`config.mk`:
```
export PLATFORM = sky130hd
export DESIGN_NAME = display_rect_fill_sequencer
export DESIGN_NICKNAME = d
export VERILOG_FILES = /design/src/rtl/drfs_pkg.sv /design/src/rtl/drfs_window_calc.sv /design/src/rtl/display_rect_fill_sequencer.sv
export SDC_FILE = /design/constraint.sdc
export NUM_CORES = 1
export LEC_CHECK = 0
export BUFFER_PORTS_ARGS = -buffer_cell sky130_fd_sc_hd__buf_4
export CAP_MARGIN = 25
export CELL_PAD_IN_SITES_DETAIL_PLACEMENT = 0
export CELL_PAD_IN_SITES_GLOBAL_PLACEMENT = 1
export CORE_ASPECT_RATIO = 0.5
export CORE_UTILIZATION = 45
export CTS_CLUSTER_DIAMETER = 40
export CTS_CLUSTER_SIZE = 30
export DETAILED_ROUTE_END_ITERATION = 8
export GPL_ROUTABILITY_DRIVEN = 0
export MAX_ROUTING_LAYER = met4
export PLACE_DENSITY_LB_ADDON = 0.3
export SYNTH_ARGS = -nofsm -noshare
export SYNTH_HDL_FRONTEND = slang
export SYNTH_HIERARCHICAL = 1
export SYNTH_SLANG_ARGS = --single-unit
```
`constraint.sdc`:
```
create_clock -name clk -period 9.8 [get_ports clk]
set_input_delay 1.96 -clock clk [delete_from_list [all_inputs] [get_ports clk]]
set_output_delay 1.96 -clock clk [all_outputs]
set_load 0.02 [all_outputs]
```
`src/rtl/drfs_pkg.sv`:
```
// shared types and constants for the display rectangle fill sequencer
`default_nettype none

package drfs_pkg;

    // field widths
    localparam int COORD_W   = 9;
    localparam int COLOR_W   = 16;
    localparam int BYTE_W    = 8;
    localparam int BOUND_W   = 16;
    localparam int PIXELS_W  = 18;
    localparam int CFG_IDX_W = 2;
    localparam int CFG_DATA_W = 8;

    // default panel geometry
    localparam int DEFAULT_PANEL_WIDTH  = 240;
    localparam int DEFAULT_PANEL_HEIGHT = 320;

    // item opcodes
    localparam logic OP_START = 1'b0;
    localparam logic OP_TICK  = 1'b1;

    // configuration register indexes
    localparam logic [CFG_IDX_W-1:0] CFG_SCAN_HORIZONTAL = 2'd0;
    localparam logic [CFG_IDX_W-1:0] CFG_COLUMN_OFFSET   = 2'd1;

    localparam logic [CFG_DATA_W-1:0] COLUMN_OFFSET_RESET = 8'd35;

    // panel command bytes
    localparam logic [BYTE_W-1:0] CMD_COLUMN_WINDOW = 8'h2A;
    localparam logic [BYTE_W-1:0] CMD_ROW_WINDOW    = 8'h2B;
    localparam logic [BYTE_W-1:0] CMD_MEMORY_WRITE  = 8'h2C;

    // clipped rectangle as window bounds
    typedef struct packed {
        logic                on_panel;
        logic [BOUND_W-1:0]  col_first;
        logic [BOUND_W-1:0]  col_final;
        logic [BOUND_W-1:0]  row_first;
        logic [BOUND_W-1:0]  row_final;
        logic [PIXELS_W-1:0] pixels;
    } window_t;

endpackage

`default_nettype wire

```
`src/rtl/drfs_window_calc.sv`:
```
// clips a start rectangle to the panel and derives the window bounds
`default_nettype none

module drfs_window_calc #(
    parameter int PANEL_WIDTH  = drfs_pkg::DEFAULT_PANEL_WIDTH,
    parameter int PANEL_HEIGHT = drfs_pkg::DEFAULT_PANEL_HEIGHT
) (
    input  wire logic                                scan_horizontal,
    input  wire logic [drfs_pkg::CFG_DATA_W-1:0]     column_offset,
    input  wire logic [drfs_pkg::COORD_W-1:0]        x_origin,
    input  wire logic [drfs_pkg::COORD_W-1:0]        y_origin,
    input  wire logic [drfs_pkg::COORD_W-1:0]        rect_width,
    input  wire logic [drfs_pkg::COORD_W-1:0]        rect_height,
    output drfs_pkg::window_t                        win
);

    localparam int CW = drfs_pkg::COORD_W;
    localparam int BW = drfs_pkg::BOUND_W;
    localparam int PX = drfs_pkg::PIXELS_W;
    localparam logic [CW-1:0] PW = CW'(PANEL_WIDTH);
    localparam logic [CW-1:0] PH = CW'(PANEL_HEIGHT);

    logic [CW-1:0] span_x;
    logic [CW-1:0] span_y;
    logic [CW:0]   x_end;
    logic [CW:0]   y_end;
    logic [CW-1:0] w_clip;
    logic [CW-1:0] h_clip;

    always_comb
    begin
        // horizontal scan swaps the panel axes
        span_x = scan_horizontal ? PH : PW;
        span_y = scan_horizontal ? PW : PH;

        x_end = {1'b0, x_origin} + {1'b0, rect_width};
        y_end = {1'b0, y_origin} + {1'b0, rect_height};

        w_clip = (x_end > {1'b0, span_x}) ? (span_x - x_origin) : rect_width;
        h_clip = (y_end > {1'b0, span_y}) ? (span_y - y_origin) : rect_height;

        win.on_panel  = (x_origin < span_x) && (y_origin < span_y);
        win.col_first = BW'(x_origin) + BW'(column_offset);
        // final bound falls one below the first bound when the size is zero
        win.col_final = BW'(x_origin) + BW'(w_clip) + BW'(column_offset) - BW'(1);
        win.row_first = BW'(y_origin);
        win.row_final = BW'(y_origin) + BW'(h_clip) - BW'(1);
        win.pixels    = PX'(w_clip) * PX'(h_clip);
    end

endmodule

`default_nettype wire

```
`src/rtl/display_rect_fill_sequencer.sv`:
```
// top level of the display rectangle fill sequencer
`default_nettype none

//  channel | signals                                           | role
//  --------+---------------------------------------------------+------------------------------
//  req     | req_valid/req_ready, op, x_origin, y_origin,      | start transaction or byte tick
//          | rect_width, rect_height, fill_value               |
//  rsp     | rsp_valid/rsp_ready, out_byte, is_data,           | one panel byte per busy tick
//          | frame_end, last                                   |
//  cfg     | cfg_valid/cfg_ready, cfg_index, cfg_data          | register write, always ready
//
//  one transaction per cycle sustained while rsp_ready holds; a transaction passes
//  through the request register and then the result register
//  the sequencer step (phase update and byte mux) is the only logic between them
//  rsp stalls back up through the request register only when both hold an entry
//  reset clears the handshake, the busy flag and the phase; config returns to
//  scan_horizontal 0 and column_offset 35

module display_rect_fill_sequencer #(
    parameter int PANEL_WIDTH  = drfs_pkg::DEFAULT_PANEL_WIDTH,
    parameter int PANEL_HEIGHT = drfs_pkg::DEFAULT_PANEL_HEIGHT
) (
    input  wire logic                                clk,
    input  wire logic                                rst_n,

    input  wire logic                                req_valid,
    output logic                                     req_ready,
    input  wire logic                                op,
    input  wire logic [drfs_pkg::COORD_W-1:0]        x_origin,
    input  wire logic [drfs_pkg::COORD_W-1:0]        y_origin,
    input  wire logic [drfs_pkg::COORD_W-1:0]        rect_width,
    input  wire logic [drfs_pkg::COORD_W-1:0]        rect_height,
    input  wire logic [drfs_pkg::COLOR_W-1:0]        fill_value,

    output logic                                     rsp_valid,
    input  wire logic                                rsp_ready,
    output logic [drfs_pkg::BYTE_W-1:0]              out_byte,
    output logic                                     is_data,
    output logic                                     frame_end,
    output logic                                     last,

    input  wire logic                                cfg_valid,
    output logic                                     cfg_ready,
    input  wire logic [drfs_pkg::CFG_IDX_W-1:0]      cfg_index,
    input  wire logic [drfs_pkg::CFG_DATA_W-1:0]     cfg_data
);

    localparam int CW = drfs_pkg::COORD_W;
    localparam int BW = drfs_pkg::BOUND_W;
    localparam int PX = drfs_pkg::PIXELS_W;
    localparam int YW = drfs_pkg::BYTE_W;
    localparam int KW = drfs_pkg::COLOR_W;

    // sequencer phases: window bytes, then the pixel stream
    localparam logic [3:0] PH_COL_CMD   = 4'd0;
    localparam logic [3:0] PH_COL_FH    = 4'd1;
    localparam logic [3:0] PH_COL_FL    = 4'd2;
    localparam logic [3:0] PH_COL_LH    = 4'd3;
    localparam logic [3:0] PH_COL_LL    = 4'd4;
    localparam logic [3:0] PH_ROW_CMD   = 4'd5;
    localparam logic [3:0] PH_ROW_FH    = 4'd6;
    localparam logic [3:0] PH_ROW_FL    = 4'd7;
    localparam logic [3:0] PH_ROW_LH    = 4'd8;
    localparam logic [3:0] PH_ROW_LL    = 4'd9;
    localparam logic [3:0] PH_MEM_CMD   = 4'd10;
    localparam logic [3:0] PH_PIXELS    = 4'd11;

    // configuration registers
    logic                                scan_horizontal_reg;
    logic [drfs_pkg::CFG_DATA_W-1:0]     column_offset_reg;

    // request register
    logic          req_valid_reg;
    logic          op_reg;
    logic [CW-1:0] x_reg;
    logic [CW-1:0] y_reg;
    logic [CW-1:0] w_reg;
    logic [CW-1:0] h_reg;
    logic [KW-1:0] color_reg;

    // sequencer state
    logic          busy_reg,       busy_next;
    logic [3:0]    phase_reg,      phase_next;
    logic [BW-1:0] col_first_reg,  col_first_next;
    logic [BW-1:0] col_final_reg,  col_final_next;
    logic [BW-1:0] row_first_reg,  row_first_next;
    logic [BW-1:0] row_final_reg,  row_final_next;
    logic [PX-1:0] pixels_reg,     pixels_next;
    logic          low_half_reg,   low_half_next;
    logic [KW-1:0] held_color_reg, held_color_next;

    // result register
    logic          rsp_valid_reg,  rsp_valid_next;
    logic [YW-1:0] byte_reg,       byte_next;
    logic          is_data_reg,    is_data_next;
    logic          frame_end_reg,  frame_end_next;
    logic          last_reg,       last_next;

    logic              advance;
    logic              emit;
    logic              pixel_end;
    drfs_pkg::window_t win;

    // the request register moves on whenever the result slot is free or draining
    assign advance   = req_valid_reg && (!rsp_valid_reg || rsp_ready);
    assign req_ready = !req_valid_reg || advance;
    assign cfg_ready = 1'b1;

    assign rsp_valid = rsp_valid_reg;
    assign out_byte  = byte_reg;
    assign is_data   = is_data_reg;
    assign frame_end = frame_end_reg;
    assign last      = last_reg;

    drfs_window_calc #(
        .PANEL_WIDTH  (PANEL_WIDTH),
        .PANEL_HEIGHT (PANEL_HEIGHT)
    ) u_window_calc (
        .scan_horizontal (scan_horizontal_reg),
        .column_offset   (column_offset_reg),
        .x_origin        (x_reg),
        .y_origin        (y_reg),
        .rect_width      (w_reg),
        .rect_height     (h_reg),
        .win             (win)
    );

    assign pixel_end = (pixels_reg <= PX'(1));

    always_comb
    begin
        busy_next       = busy_reg;
        phase_next      = phase_reg;
        col_first_next  = col_first_reg;
        col_final_next  = col_final_reg;
        row_first_next  = row_first_reg;
        row_final_next  = row_final_reg;
        pixels_next     = pixels_reg;
        low_half_next   = low_half_reg;
        held_color_next = held_color_reg;

        emit           = 1'b0;
        byte_next      = byte_reg;
        is_data_next   = is_data_reg;
        frame_end_next = frame_end_reg;
        last_next      = last_reg;

        if (advance)
        begin
            if (op_reg == drfs_pkg::OP_START)
            begin
                // starts while busy or off the panel are dropped
                if (!busy_reg && win.on_panel)
                begin
                    busy_next       = 1'b1;
                    phase_next      = PH_COL_CMD;
                    col_first_next  = win.col_first;
                    col_final_next  = win.col_final;
                    row_first_next  = win.row_first;
                    row_final_next  = win.row_final;
                    pixels_next     = win.pixels;
                    low_half_next   = 1'b0;
                    held_color_next = color_reg;
                end
            end
            else if (busy_reg)
            begin
                emit           = 1'b1;
                is_data_next   = 1'b1;
                frame_end_next = 1'b1;
                last_next      = 1'b0;
                phase_next     = phase_reg + 4'd1;
                case (phase_reg)
                    PH_COL_CMD:
                    begin
                        byte_next    = drfs_pkg::CMD_COLUMN_WINDOW;
                        is_data_next = 1'b0;
                    end
                    PH_COL_FH: byte_next = col_first_reg[BW-1:YW];
                    PH_COL_FL: byte_next = col_first_reg[YW-1:0];
                    PH_COL_LH: byte_next = col_final_reg[BW-1:YW];
                    PH_COL_LL: byte_next = col_final_reg[YW-1:0];
                    PH_ROW_CMD:
                    begin
                        byte_next    = drfs_pkg::CMD_ROW_WINDOW;
                        is_data_next = 1'b0;
                    end
                    PH_ROW_FH: byte_next = row_first_reg[BW-1:YW];
                    PH_ROW_FL: byte_next = row_first_reg[YW-1:0];
                    PH_ROW_LH: byte_next = row_final_reg[BW-1:YW];
                    PH_ROW_LL: byte_next = row_final_reg[YW-1:0];
                    PH_MEM_CMD:
                    begin
                        byte_next     = drfs_pkg::CMD_MEMORY_WRITE;
                        is_data_next  = 1'b0;
                        low_half_next = 1'b0;
                        // an empty rectangle ends on the memory-write command
                        if (pixels_reg == '0)
                        begin
                            last_next  = 1'b1;
                            busy_next  = 1'b0;
                            phase_next = PH_COL_CMD;
                        end
                        else
                        begin
                            phase_next = PH_PIXELS;
                        end
                    end
                    default:
                    begin
                        // pixel stream: high byte then low byte, one open frame
                        phase_next = phase_reg;
                        if (!low_half_reg)
                        begin
                            byte_next      = held_color_reg[KW-1:YW];
                            frame_end_next = 1'b0;
                            low_half_next  = 1'b1;
                        end
                        else
                        begin
                            byte_next      = held_color_reg[YW-1:0];
                            frame_end_next = pixel_end;
                            last_next      = pixel_end;
                            low_half_next  = 1'b0;
                            pixels_next    = pixels_reg - PX'(1);
                            if (pixel_end)
                            begin
                                pixels_next = '0;
                                busy_next   = 1'b0;
                                phase_next  = PH_COL_CMD;
                            end
                        end
                    end
                endcase
            end
        end

        rsp_valid_next = rsp_valid_reg && !rsp_ready;
        if (emit)
        begin
            rsp_valid_next = 1'b1;
        end
    end

    // control state
    always_ff @(posedge clk or negedge rst_n)
    begin
        if (!rst_n)
        begin
            req_valid_reg       <= 1'b0;
            rsp_valid_reg       <= 1'b0;
            busy_reg            <= 1'b0;
            phase_reg           <= PH_COL_CMD;
            low_half_reg        <= 1'b0;
            pixels_reg          <= '0;
            scan_horizontal_reg <= 1'b0;
            column_offset_reg   <= drfs_pkg::COLUMN_OFFSET_RESET;
        end
        else
        begin
            if (req_ready)
            begin
                req_valid_reg <= req_valid;
            end
            rsp_valid_reg <= rsp_valid_next;
            busy_reg      <= busy_next;
            phase_reg     <= phase_next;
            low_half_reg  <= low_half_next;
            pixels_reg    <= pixels_next;
            if (cfg_valid && cfg_ready)
            begin
                case (cfg_index)
                    drfs_pkg::CFG_SCAN_HORIZONTAL: scan_horizontal_reg <= cfg_data[0];
                    drfs_pkg::CFG_COLUMN_OFFSET:   column_offset_reg   <= cfg_data;
                    default:                       ;
                endcase
            end
        end
    end

    // payload registers
    always_ff @(posedge clk)
    begin
        if (req_valid && req_ready)
        begin
            op_reg    <= op;
            x_reg     <= x_origin;
            y_reg     <= y_origin;
            w_reg     <= rect_width;
            h_reg     <= rect_height;
            color_reg <= fill_value;
        end
        col_first_reg  <= col_first_next;
        col_final_reg  <= col_final_next;
        row_first_reg  <= row_first_next;
        row_final_reg  <= row_final_next;
        held_color_reg <= held_color_next;
        byte_reg       <= byte_next;
        is_data_reg    <= is_data_next;
        frame_end_reg  <= frame_end_next;
        last_reg       <= last_next;
    end

endmodule

`default_nettype wire

```
After elaboration in Yosys (flattened, before gate mapping)
Index checks and enable logic that the tools add are counted.
{"block": "totals", "register_bits": 172, "input_bits": 68, "output_inout_bits": 14, "wordCells": 124}
{"block": "classes", "addsub": 12, "n_mul": 1, "order_cmp": 5, "n_eq_ne": 17, "muxes": 39, "n_bitwise": 1, "n_reduce_logical": 26}
{"operator": "18-bit 2-to-1 mux", "n": 6}
{"operator": "8-bit case mux with 11 select lines", "n": 1}
{"operator": "9-bit by 9-bit adder with 10-bit output", "n": 4}
{"operator": "9-bit 2-to-1 mux", "n": 4}
{"operator": "16-bit by 1-bit subtractor with 16-bit output, second input constant", "n": 2}
{"operator": "4-bit 2-to-1 mux", "n": 6}
{"operator": "10-bit by 9-bit > comparator with 1-bit output", "n": 2}
{"operator": "18-bit by 1-bit less-or-equal comparator with 1-bit output, second input constant", "n": 1}
{"operator": "18-bit logical NOT", "n": 1}
{"operator": "9-bit less-than comparator", "n": 2}
{"operator": "9-bit by 9-bit multiplier with 18-bit output", "n": 1}
{"operator": "18-bit by 1-bit subtractor with 18-bit output, second input constant", "n": 1}
{"operator": "9-bit subtractor", "n": 2}
{"operator": "1-bit 2-to-1 mux", "n": 17}
{"operator": "16-bit by 8-bit adder with 16-bit output", "n": 1}
{"operator": "4-bit by 3-bit == test with 1-bit output, second input constant", "n": 4}
{"operator": "4-bit == test, second input constant", "n": 3}
{"operator": "11-bit OR reduction", "n": 1}
{"operator": "9-bit by 8-bit adder with 10-bit output", "n": 1}
{"operator": "5-bit AND reduction", "n": 2}
{"operator": "10-bit OR reduction", "n": 1}
{"operator": "4-bit by 2-bit == test with 1-bit output, second input constant", "n": 2}
{"operator": "8-bit 2-to-1 mux", "n": 1}
{"operator": "4-bit by 2-bit inequality test with 1-bit output, second input constant", "n": 2}
{"operator": "other kinds (18)", "n": 33}

Logic depth before layout (Yosys ltp)
{"block": "depth", "ltp_word": 6, "mapped_depth": 40, "ltp_nobuf": 39}

By module
The synthesis kept the hierarchy.
{"module": "display_rect_fill_sequencer", "n_inst": 1, "cells_each": 473, "area_per_inst_um2": 7150.6, "seq_area_each_um2": 5203.7}
{"module": "drfs_window_calc", "n_inst": 1, "cells_each": 766, "area_per_inst_um2": 5972.0, "seq_area_each_um2": 0.0}

Worst setup path before layout
OpenSTA, ideal clock, no wires.
{"block": "synth_path", "path_kind": "reg2reg", "start": "register y_reg[0]", "end": "register pixels_reg[16]", "setup_time_ns": 0.079, "t_arrival_ns": 8.023, "t_required_ns": 9.721, "slack_ns": 1.698, "stages_incl_launch_ff": 38, "n_path_buf": 1, "synth_period_minus_slack_ns": 8.102, "path_cell_list": "edfxtp_1 ha_1 inv_1 fa_1 nand2b_1 a21o_1 a21boi_0 o21ai_0 nand2b_1 a21oi_1 xnor2_1 ha_1 nand2_1 nor4b_1 a211oi_1 or4_1 a211oi_1 buf_4 [2 not listed] fa_1 fa_1 inv_1 fa_1 inv_1 fa_1 inv_1 ha_1 o21a_1 o31a_1 nor2_1 o31ai_1 a41o_1 o41ai_1 xnor2_1 nand2_1 o2111a_1 a21oi_1"}
{"item": "start, declared", "line_no": "display_rect_fill_sequencer.sv:76", "rtl": "logic [CW-1:0] y_reg;"}
{"item": "start signal, assigned", "line_no": "display_rect_fill_sequencer.sv:288", "rtl": "y_reg <= y_origin;"}
{"item": "end signal, assigned", "line_no": "display_rect_fill_sequencer.sv:269", "rtl": "pixels_reg <= pixels_next;"}
{"item": "end, declared", "line_no": "display_rect_fill_sequencer.sv:88", "rtl": "logic [PX-1:0] pixels_reg, pixels_next;"}

==> run metrics <==
via count=between 9000 and 10000; first-pass GRT wire length=51.0 mm; Die Y-Extent=~120 µm; main combinational cell family by area after synthesis=adder cells; synth warn=6; root cell of the clock tree=clkbuf_16; EDFF count, synth=144; hold wc startpoint=color_reg[1]; Initial Util=46.5%; antenna cell count=0; GR Util All Layers=a little under a quarter; max capacitance violation total=0; # clock sinks=between 150 and 200; ANT nets after route=0; Total Nets Final=1560; register area=roughly 5200 µm²; Skew-Pair Late Insertion Delay=between 0.4 and 0.5 ns; FF-to-FF setup slack=a little under 0.9 ns; commonest non-fill, non-tap cell in the layout=inv_1; initial antenna violation count=0; critical setup path kind=flip-flop to flip-flop; Die Wd=around 240 µm; Synth Area in Compound Gates=13.2%; Post-Route WL=32.1 mm; CTS max path bufs=2; total gr overflow=0; RSZ-0062 raised after global routing=false; synth unique cells=82; Syn Inst Count=1239; simple-gate area share of the yosys netlist=approximately an eighth; Most common cell on crit path=fa_1; FF-to-FF End=pixels_reg[16]; CP endpoint kind=flip-flop; Critical-path top delay cell=mux2i_1; # hold bufs at CTS=0; worst reg-to-reg path cell count=38; slowest stage delay, CP=0.66 ns; multi-input logic area=7090 µm²; crit share post-route=roughly nine tenths; f_max=112 MHz; DP Wirelength=24.4 mm; Largest register FFs=18; TNS Setup=0 ns; vias in the first global route=9301; final slew viol count=0; largest net degree at the start of global routing=73; CTS H-tree lvls=4; DRC errors left=0; Clock transition at path regs=about 0.080 ns; Resize count post-CTS=0; CP max FO=9; Synth-to-Final Area Change=11.8%; Worst Hold Path Cells=0; post-synthesis sequential area ratio=39.7%; Post-CTS Setup Bufs=0; Hold Path End=held_color_reg[1]; run status=finished clean; final setup fails=0; drt initial violations=899; highest-count cells in the layout ignoring fill and taps=146 x inv_1, 144 x edfxtp_1, 119 x ha_1; Synth Cell Area=13100 µm²; Adder-Cell Fraction of Synth Area=20.8%; Slew @ Worst Pin=0.937 ns; Hold Vio Cnt, Final=0; placeable core area=between 20000 and 30000 µm²; Initial DRT Pass Iterations=6; FFs w/ async S/R, synth=19.6%; Syn Area/Cell=10.6 µm²; row count=43; Port Buffers=80; Final Skew=0.0148 ns; CP required=about 10 ns; WL per Instance=18.8 µm; RR Startpoint=x_reg[0]; multiplexer share of the synthesized area=3.81%; synthesis-stage register bit count=179; Worst setup SP type=flip-flop; vias per cell=5.55; layout cells sized above 1=about an eighth; Ports=82; CTS Buf Count=17; Critical Path AT=9.29 ns; crit path time final=between 8 and 9 ns; CTS tree=built; Fillers=2522; die area=29900 µm²; worst min path class=flip-flop to flip-flop; Slew Limit Headroom=36.7%; xor and xnor area share after synthesis=3.74%; Post-synth top flop=edfxtp_1
-- per-stage QoR --
step	hold slack (ns)	util (%)	setup slack [ns]	cell area, µm²	instances
2_1_floorplan	0.400	-	1.70	13200	1251
4_1_cts	0.422	52.0	0.929	14700	1706
3_5_place_dp	0.406	49.8	1.03	14000	1674
6_report	0.417	52.0	0.892	14700	1706
5_1_grt	0.429	52.0	0.171	14700	1706
3_3_place_gp	0.405	49.8	1.21	14000	1673
-- worst max path at each step --
stage                     slack (ns)  startpoint              to  cells after the start
after global routing            0.17    x_reg[0]  pixels_reg[17]                     37
after floorplan                 1.70    y_reg[0]  pixels_reg[16]                     37
final                           0.89    x_reg[0]  pixels_reg[16]                     38
after CTS                       0.93    x_reg[0]  pixels_reg[16]                     37
after global placement          1.21    x_reg[0]  pixels_reg[16]                     37
after detailed placement        1.03    x_reg[0]  pixels_reg[16]                     38
-- logic make-up (layout without fill, tap and decap cells) --
logic type	after synthesis	in the layout
AND/OR/NAND/NOR	314	314
AO/OA/AOI/OAI	257	257
buffers and inverters	205	278
adder cells (fa/ha/maj)	181	181
flip-flops	179	179
XOR/XNOR	56	56
multiplexers	45	45
other	2	14
-- per-layer routing --
| layer | GRT usage, % | up-vias | share of wire (%) |
|---|---|---|---|
| li1 | - | 4511 | - |
| met1 | 34.7 | 4570 | 51 |
| met2 | 31.7 | 349 | 41 |
| met3 | 4.18 | 35 | 6.7 |
| met4 | 6.37 | 0 | 1.7 |
| met5 | - | - | 0 |
-- synthesized netlist by cell type, drive strengths merged, types with 29 or more instances --
master  count  area (µm²)
a21oi      57         285
buf        32         234
dfrtp      32         801
edfxtp    144        4320
fa         62        1240
ha        119        1490
inv       151         567
mux2i      29         317
nand2      58         218
nand2b     31         196
nor2      104         390
o21ai      54         270
xnor2      44         385
-- worst max-delay path: cells and delay by family, from the launching register on --
| kind | cells | cell delay [ns] |
|---|---|---|
| mux | 1 | 0.66 |
| flops | 1 | 0.45 |
| buf+inv | 6 | 0.67 |
| fa+ha+maj | 8 | 3.05 |
| xor+xnor | 2 | 0.33 |
| compound gates | 13 | 2.12 |
| simple gates | 8 | 1.56 |
-- area by class of cell --
type	instances	area share, %
Multi-Input combinational cell	867	48.3
Timing Repair Buffer	94	4.81
Clock inverter	15	1.32
Clock buffer	17	2.90
Tap cell	382	3.26
Sequential cell	179	35.5
Inverter	152	3.89
Power is not shown: default switching activity piles up to over one toggle a cycle in this logic, so the estimate is an artifact.
